<file path="config.mk">
export PLATFORM = sky130hd
export DESIGN_NAME = key_value_line_parser_top
export DESIGN_NICKNAME = d
export VERILOG_FILES = /design/src/kvlp_pkg.sv /design/src/key_value_line_parser_top.sv
export SDC_FILE = /design/constraint.sdc
export NUM_CORES = 1
export LEC_CHECK = 0
export ABC_AREA = 1
export BUFFER_PORTS_ARGS = -buffer_cell sky130_fd_sc_hd__buf_2
export CORE_MARGIN = 4
export CORE_UTILIZATION = 55
export CTS_CLUSTER_DIAMETER = 80
export DETAILED_ROUTE_END_ITERATION = 8
export PLACE_DENSITY = 0.76
export SLEW_MARGIN = 20
export SYNTH_ARGS = -nofsm -noshare
export SYNTH_HDL_FRONTEND = slang
export SYNTH_SLANG_ARGS = --single-unit
export TNS_END_PERCENT = 1
</file>
<file path="constraint.sdc">
create_clock -name clk -period 7.3 [get_ports clk]
set_input_delay 1.095 -clock clk [delete_from_list [all_inputs] [get_ports clk]]
set_output_delay 1.095 -clock clk [all_outputs]
set_load 0.03 [all_outputs]
</file>
<file path="src/kvlp_pkg.sv">
// ----------------------------------------------------------------------------
// kvlp_pkg: shared definitions for the key/value line parser
// Line buffer size, phase and verdict codes, configuration register indexes
// and their reset values.
// ----------------------------------------------------------------------------
`default_nettype none

package kvlp_pkg;

    // Size of the line buffer; a line closes once BUFFER_BYTES-1 bytes are stored.
    localparam int BUFFER_BYTES = 32;
    localparam int CNT_W        = $clog2(BUFFER_BYTES);

    typedef logic [CNT_W-1:0] count_t;

    localparam count_t FULL_COUNT = CNT_W'(BUFFER_BYTES - 1);

    // Parser phase within one line.
    typedef enum logic [2:0] {
        PH_KEY   = 3'd0,
        PH_SPLIT = 3'd1,
        PH_VALUE = 3'd2,
        PH_GET   = 3'd3,
        PH_ENDED = 3'd4
    } phase_t;

    // Verdict reported when a line closes.
    typedef enum logic [1:0] {
        VERDICT_DISCARD = 2'd0,
        VERDICT_GET     = 2'd1,
        VERDICT_SET     = 2'd2
    } verdict_t;

    // Configuration register indexes.
    typedef logic [1:0] cfg_index_t;

    localparam cfg_index_t CFG_SPLIT_CHAR = 2'd0;
    localparam cfg_index_t CFG_QUERY_CHAR = 2'd1;
    localparam cfg_index_t CFG_TERM_CHAR  = 2'd2;

    localparam logic [7:0] SPLIT_CHAR_RESET = 8'd44;
    localparam logic [7:0] QUERY_CHAR_RESET = 8'd63;
    localparam logic [7:0] TERM_CHAR_RESET  = 8'd10;

    // ASCII code of the digit zero.
    localparam logic [31:0] ASCII_ZERO = 32'd48;

endpackage

`default_nettype wire

</file>
<file path="src/key_value_line_parser_top.sv">
// ----------------------------------------------------------------------------
// key_value_line_parser_top: key/value line parser
// Output: each result is registered and appears in the cycle after its byte is accepted.
// Throughput: one byte per cycle while the result register is free or drained; the parser
// state registers update in the cycle a byte is accepted, so the state feedback sets the rate.
// Reset: asynchronous, active low. It clears the line state and restores the
// split, query and terminator characters to comma, question mark and newline.
// ----------------------------------------------------------------------------
`default_nettype none

module key_value_line_parser_top (
    input  wire logic                    clk,
    input  wire logic                    rst_n,

    // Configuration write channel.
    input  wire logic                    cfg_valid,
    output logic                         cfg_ready,
    input  wire kvlp_pkg::cfg_index_t    cfg_index,
    input  wire logic [7:0]              cfg_data,

    // Received byte channel.
    input  wire logic                    in_valid,
    output logic                         in_ready,
    input  wire logic [7:0]              rx_byte,

    // Result channel.
    output logic                         out_valid,
    input  wire logic                    out_ready,
    output logic                         key_char_valid,
    output logic [7:0]                   key_char,
    output logic                         line_done,
    output logic [1:0]                   verdict,
    output logic signed [31:0]           set_value
);

    // ------------------------------------------------------------------
    // Configuration registers. Writes are always taken; software must only write them while no
    // line traffic is in flight, and the block itself does not enforce this.
    // ------------------------------------------------------------------
    logic [7:0] split_char_reg;
    logic [7:0] query_char_reg;
    logic [7:0] term_char_reg;
    logic       cfg_fire;

    assign cfg_ready = 1'b1;
    assign cfg_fire  = cfg_valid && cfg_ready;

    always_ff @(posedge clk or negedge rst_n)
    begin
        if (!rst_n)
        begin
            split_char_reg <= kvlp_pkg::SPLIT_CHAR_RESET;
            query_char_reg <= kvlp_pkg::QUERY_CHAR_RESET;
            term_char_reg  <= kvlp_pkg::TERM_CHAR_RESET;
        end
        else if (cfg_fire)
        begin
            case (cfg_index)
                kvlp_pkg::CFG_SPLIT_CHAR: split_char_reg <= cfg_data;
                kvlp_pkg::CFG_QUERY_CHAR: query_char_reg <= cfg_data;
                kvlp_pkg::CFG_TERM_CHAR:  term_char_reg  <= cfg_data;
                default:                  ;
            endcase
        end
    end

    // ------------------------------------------------------------------
    // Line state: stored byte count, phase and decimal accumulator.
    // ------------------------------------------------------------------
    kvlp_pkg::count_t count_reg,  count_next;
    kvlp_pkg::phase_t phase_reg,  phase_next;
    logic [31:0]      acc_reg,    acc_next;

    // Result register, loaded whenever a byte is accepted.
    logic             out_valid_reg;
    logic             key_valid_reg,  key_valid_next;
    logic [7:0]       key_char_reg,   key_char_next;
    logic             done_reg,       done_next;
    logic [1:0]       verdict_reg,    verdict_next;
    logic [31:0]      value_reg,      value_next;

    logic             in_fire;
    logic             term_hit;
    logic             zero_byte;
    logic [31:0]      acc_step;
    kvlp_pkg::count_t count_inc;
    kvlp_pkg::phase_t phase_upd;
    logic [31:0]      acc_upd;

    // The result register frees up in the same cycle it is drained, so a
    // new byte can be taken while the previous result is being consumed.
    assign in_ready = !out_valid_reg || out_ready;
    assign in_fire  = in_valid && in_ready;

    assign term_hit  = (rx_byte == term_char_reg);
    assign zero_byte = (rx_byte == 8'd0);
    assign count_inc = count_reg + kvlp_pkg::count_t'(1);

    // value = 10 * value + (c - '0'), wrapping in 32 bits. Non-digit bytes
    // are not checked.
    assign acc_step = (acc_reg << 3) + (acc_reg << 1) + {24'd0, rx_byte}
                      - kvlp_pkg::ASCII_ZERO;

    always_comb
    begin
        phase_upd      = phase_reg;
        acc_upd        = acc_reg;
        key_valid_next = 1'b0;
        key_char_next  = 8'd0;
        done_next      = 1'b0;
        verdict_next   = kvlp_pkg::VERDICT_DISCARD;
        value_next     = 32'd0;
        count_next     = count_reg;

        if (term_hit)
        begin
            // The terminator wins over every other role and is not stored.
            done_next = 1'b1;
        end
        else
        begin
            count_next = count_inc;
            case (phase_reg)
                kvlp_pkg::PH_KEY:
                begin
                    // A zero byte in the key acts as the split.
                    if (rx_byte == split_char_reg || zero_byte)
                    begin
                        phase_upd = kvlp_pkg::PH_SPLIT;
                    end
                    else
                    begin
                        key_valid_next = 1'b1;
                        key_char_next  = rx_byte;
                    end
                end
                kvlp_pkg::PH_SPLIT:
                begin
                    if (rx_byte == query_char_reg)
                    begin
                        phase_upd = kvlp_pkg::PH_GET;
                    end
                    else if (zero_byte)
                    begin
                        phase_upd = kvlp_pkg::PH_ENDED;
                    end
                    else
                    begin
                        acc_upd   = acc_step;
                        phase_upd = kvlp_pkg::PH_VALUE;
                    end
                end
                kvlp_pkg::PH_VALUE:
                begin
                    if (zero_byte)
                    begin
                        phase_upd = kvlp_pkg::PH_ENDED;
                    end
                    else
                    begin
                        acc_upd = acc_step;
                    end
                end
                default:
                begin
                    // Get request or ended value: remaining bytes are ignored.
                end
            endcase

            // The byte that fills the buffer also closes the line.
            if (count_inc == kvlp_pkg::FULL_COUNT)
            begin
                done_next = 1'b1;
            end
        end

        phase_next = phase_upd;
        acc_next   = acc_upd;

        if (done_next)
        begin
            if (phase_upd == kvlp_pkg::PH_GET)
            begin
                verdict_next = kvlp_pkg::VERDICT_GET;
            end
            else if (phase_upd inside {kvlp_pkg::PH_VALUE, kvlp_pkg::PH_ENDED})
            begin
                verdict_next = kvlp_pkg::VERDICT_SET;
                value_next   = acc_upd;
            end
            count_next = '0;
            phase_next = kvlp_pkg::PH_KEY;
            acc_next   = 32'd0;
        end
    end

    always_ff @(posedge clk or negedge rst_n)
    begin
        if (!rst_n)
        begin
            count_reg <= '0;
            phase_reg <= kvlp_pkg::PH_KEY;
            acc_reg   <= 32'd0;
        end
        else if (in_fire)
        begin
            count_reg <= count_next;
            phase_reg <= phase_next;
            acc_reg   <= acc_next;
        end
    end

    always_ff @(posedge clk or negedge rst_n)
    begin
        if (!rst_n)
        begin
            out_valid_reg <= 1'b0;
        end
        else if (in_fire)
        begin
            out_valid_reg <= 1'b1;
        end
        else if (out_ready)
        begin
            out_valid_reg <= 1'b0;
        end
    end

    // Payload registers need no reset.
    always_ff @(posedge clk)
    begin
        if (in_fire)
        begin
            key_valid_reg <= key_valid_next;
            key_char_reg  <= key_char_next;
            done_reg      <= done_next;
            verdict_reg   <= verdict_next;
            value_reg     <= value_next;
        end
    end

    assign out_valid      = out_valid_reg;
    assign key_char_valid = key_valid_reg;
    assign key_char       = key_char_reg;
    assign line_done      = done_reg;
    assign verdict        = verdict_reg;
    assign set_value      = signed'(value_reg);

    // ------------------------------------------------------------------
    // Assertions
    // ------------------------------------------------------------------

    // The stored count never reaches the full mark; that byte closes the line.
    assert property (@(posedge clk) disable iff (!rst_n)
        count_reg != kvlp_pkg::FULL_COUNT)
        else $error("stored count reached the full mark");

    // A closing byte always returns the line state to the key phase.
    assert property (@(posedge clk) disable iff (!rst_n)
        in_fire && done_next |=> count_reg == '0 && phase_reg == kvlp_pkg::PH_KEY
                                 && acc_reg == 32'd0)
        else $error("line state not cleared after close");

    // Verdict and value are zero unless the result closes a line.
    assert property (@(posedge clk) disable iff (!rst_n)
        out_valid && !line_done |-> verdict == kvlp_pkg::VERDICT_DISCARD
                                    && set_value == 32'sd0)
        else $error("verdict or value set without line close");

    // A key character is only reported while in the key phase.
    assert property (@(posedge clk) disable iff (!rst_n)
        in_fire && key_valid_next |-> phase_reg == kvlp_pkg::PH_KEY && !term_hit)
        else $error("key character outside key phase");

endmodule

`default_nettype wire

</file>
==> summary.md <==
| Metric | Value |
|---|---|
| Required time at the endpoint of the critical path | between 7 and 8 ns |
| Setup repair after global routing missed its margin | no |
| Final HPWL from detailed placement | between 10000 and 15000 um |
| Cell count after synthesis | approximately 1000 |
| Detailed-route wire length per cell | about 15 um |
| Critical path's most frequent cell | sky130_fd_sc_hd__nand2_1 |
| Startpoint types | input pin |
| # rows | 44 |
| Via count | slightly below 7000 |
| Post-place setup slack | about 3 ns |
| Cell family with most CP delay | adder cells |
| Cells along the critical path | buf_2 -> inv_2 -> fa_1 -> inv_1 -> ha_1 -> ha_1 -> inv_1 -> fa_1 -> o21ai_2 -> nand2_1 -> nand2_1 -> nand2_1 -> nand2_1 -> nand2_1 -> nand2_1 -> nand2_1 -> nand3_1 -> o211ai_1 -> nor2b_2 |
| Setup repair bufs after CTS | 0 |
| Number of warnings reported in the yosys synthesis log | 0 |
| Max Cap Viol | 0 |
| Clock-pin slew on the worst setup and hold paths | ~0.08 ns |
| Number of flops mapped to enable cells by yosys | 44 |
| Number of hold violations in the final report | 0 |
| Fraction of final layout cells sized beyond drive strength 1 | between 10% and 20% |
| Total iterations of the first detailed-routing run | 8 |
| Yosys cell types | 49 |
| Die area | 16700 um^2 |
| Maximum clock path buffer count | 2 |
| Wire length reported by the detailed router | roughly 19000 um |
| Number of buffers added to fix hold violations after cts | 0 |
| Overflow left after global routing | 0 |
| Placer Congestion | 0.957 |
| CP Capture Type | flip-flop |
| Count of port buffers added during placement | 68 |
| Relative slew slack | approximately two fifths |
| Via count of the first global-routing pass | between 6000 and 7000 |
| Setup clock skew after layout | ~0.0069 ns |
| Maximum number of pins on one net before global-route repair | 66 |
| Num CTS Buffers | 9 |
| Final cycle utilization of the critical path | 55.0% |
| Post-synthesis net count | about 1100 |
| Clock period minus final worst setup slack | ~4 ns |
| Post-detailed-route via-to-cell ratio | roughly 5.4 |
| Largest fanout on the critical path | 4 |
| Nets@finish | 1211 |
| Mean instance size in the synthesized netlist | around 7.8 um^2 |
| Clock latency on the worst-skew pair | about 0.37 ns |
| Crit path DAT | about 4.1 ns |
| Number of diodes | 0 |
| Total global-route track usage | 24.1% |
| Placement-stage cell area | around 8500 um^2 |
| Final std cell area, no fill | slightly below 9000 um^2 |
| Worst path slowest cell | sky130_fd_sc_hd__fa_1 |
| Die X-Extent | approximately 130 um |
| Number of DRC violations after detailed-routing iteration 0 | 385 |
| Synth Cell Area | 8090 um^2 |
| Root Buffer | sky130_fd_sc_hd__clkbuf_16 |
| Die height | ~130 um |
| Number of filler instances in the final layout | 1320 |
| Total of cells resized after clock tree synthesis | 0 |
| PnR worst setup slack | roughly 3.3 ns |
| Sequential area share after synthesis | 36.6% |
| Placeable Area | about 14000 um^2 |
| Maximum single-stage delay on the critical path | approximately 0.54 ns |
| Achievable Freq | 0.249 GHz |
| Clock sink total | 109 |
| Number of H-tree branching levels | 3 |
| WS Path Type | input pin to flip-flop |
| Flop and latch count out of synthesis | roughly 110 |
| Actual transition at the worst max-transition pin | between 0.8 and 0.9 ns |
| Most common library cell in the layout ignoring fill and taps | sky130_fd_sc_hd__nand2_1 |
| Remaining routing DRC violations | 0 |
| Final setup TNS | 0 ns |
| Result of the run | finished clean |
| Count of antenna-violating nets left after detailed routing | 0 |
| Count of endpoints failing setup in the final report | 0 |
| Clock tree from TritonCTS | yes |
| Final Max Tran Viols | 0 |
| Initial antenna violation count | 0 |
| Async set-or-reset flop fraction in the synthesized netlist | 59.6% |
| Hold Crit Class | flip-flop to flip-flop |
| I/O pin count | 70 |
| Starting Density | a little under three fifths |
| Total buffers and inverters traversed by the critical path | 4 |
| Area Growth Syn to Fin | 9.52% |
| Post-synth top flop | sky130_fd_sc_hd__dfrtp_1 |
| Highest-count cells in the layout ignoring fill and taps | sky130_fd_sc_hd__nand2_1 (246), sky130_fd_sc_hd__inv_1 (182), sky130_fd_sc_hd__ha_1 (84), sky130_fd_sc_hd__nor2_1 (77), sky130_fd_sc_hd__buf_2 (68) |
| First-pass GRT wire length | between 30000 and 40000 um |
synthesized netlist by cell type (all sizes together) (2+ instances only):
cell type / instances / area, um^2
clkbuf: 7 / 26.3
o21bai: 4 / 30.0
o21a: 6 / 45.0
buf: 12 / 104
nand4: 18 / 128
a21oi: 51 / 285
nand3b: 2 / 15.0
inv: 192 / 723
nor2: 88 / 378
nand3: 50 / 255
o22ai: 19 / 119
nor3: 13 / 65.1
and3: 2 / 15.0
dfrtp: 54 / 1350
fa: 6 / 120
nand2: 253 / 977
a21o: 3 / 22.5
nor2b: 6 / 60.1
ha: 84 / 1050
or2: 2 / 12.5
dfstp: 11 / 289
edfxtp: 44 / 1320
xnor2: 19 / 166
xor2: 15 / 131
o21ai: 67 / 347
path summary, 6_finish.rpt:
kind | from | endpoint | slack, ns | cells past startpoint
max | rx_byte[3] | set_value[19] | 3.29 | 19
min | acc_reg[17] | acc_reg[17] | 0.49 | 2
max reg2reg | acc_reg[0] | set_value[19] | 3.80 | 18
min reg2reg | acc_reg[17] | acc_reg[17] | 0.49 | 2
max in group asynchronous | rst_n | count_reg[1] | 5.80 | 2
min in group asynchronous | rst_n | acc_reg[12] | 0.93 | 2
final cells by class:
class | instances | area, um^2 | share of cell area, %
multi-input cells | 714 | 4270 | 48.2
flip-flops and latches | 109 | 2960 | 33.4
inverters | 193 | 727 | 8.21
repair buffers | 71 | 363 | 4.10
well taps | 184 | 230 | 2.60
clock buffers | 9 | 225 | 2.54
clock inverters | 7 | 81.3 | 0.918
per-stage QoR:
step | util (%) | hold slack (ns) | instances
2_1_floorplan | - | 0.449 | 1035
3_3_place_gp | 59.0 | 0.463 | 1271
3_5_place_dp | 59.0 | 0.466 | 1271
4_1_cts | 61.2 | 0.487 | 1287
5_1_grt | 61.2 | 0.519 | 1287
6_report | 61.2 | 0.488 | 1287
worst reg2reg max path, stage by stage, from the launching register on:
cell	delay (ns)
sky130_fd_sc_hd__dfrtp_1	0.38
sky130_fd_sc_hd__inv_1	0.09
sky130_fd_sc_hd__fa_1	0.51
sky130_fd_sc_hd__inv_1	0.04
sky130_fd_sc_hd__ha_1	0.27
sky130_fd_sc_hd__ha_1	0.20
sky130_fd_sc_hd__inv_1	0.07
sky130_fd_sc_hd__fa_1	0.42
sky130_fd_sc_hd__o21ai_2	0.28
sky130_fd_sc_hd__nand2_1	0.09
sky130_fd_sc_hd__nand2_1	0.13
sky130_fd_sc_hd__nand2_1	0.07
sky130_fd_sc_hd__nand2_1	0.12
sky130_fd_sc_hd__nand2_1	0.11
sky130_fd_sc_hd__nand2_1	0.07
sky130_fd_sc_hd__nand2_1	0.05
sky130_fd_sc_hd__nand3_1	0.08
sky130_fd_sc_hd__o211ai_1	0.10
sky130_fd_sc_hd__nor2b_2	0.16
logic make-up after synthesis:
| kind of cell | count (synthesis) | share of synthesized area (%) |
|---|---|---|
| simple gates | 434 | 23.6 |
| xor+xnor | 34 | 3.68 |
| fa+ha+maj | 90 | 14.5 |
| compound gates | 155 | 11.0 |
| other cells | 1 | 0.0464 |
| buf+inv | 212 | 10.6 |
| flops | 109 | 36.6 |
per-layer routing:
metal	track usage (%)	vias up	wire length, um
li1	-	3470	-
met1	31.3	3239	8370
met2	41.2	166	9000
met3	3.71	29	1040
met4	8.52	0	456
met5	0	-	0
Power is left out: the tool's default activity adds up to more than one toggle a clock period on the data nets, which glitch-free logic cannot reach.
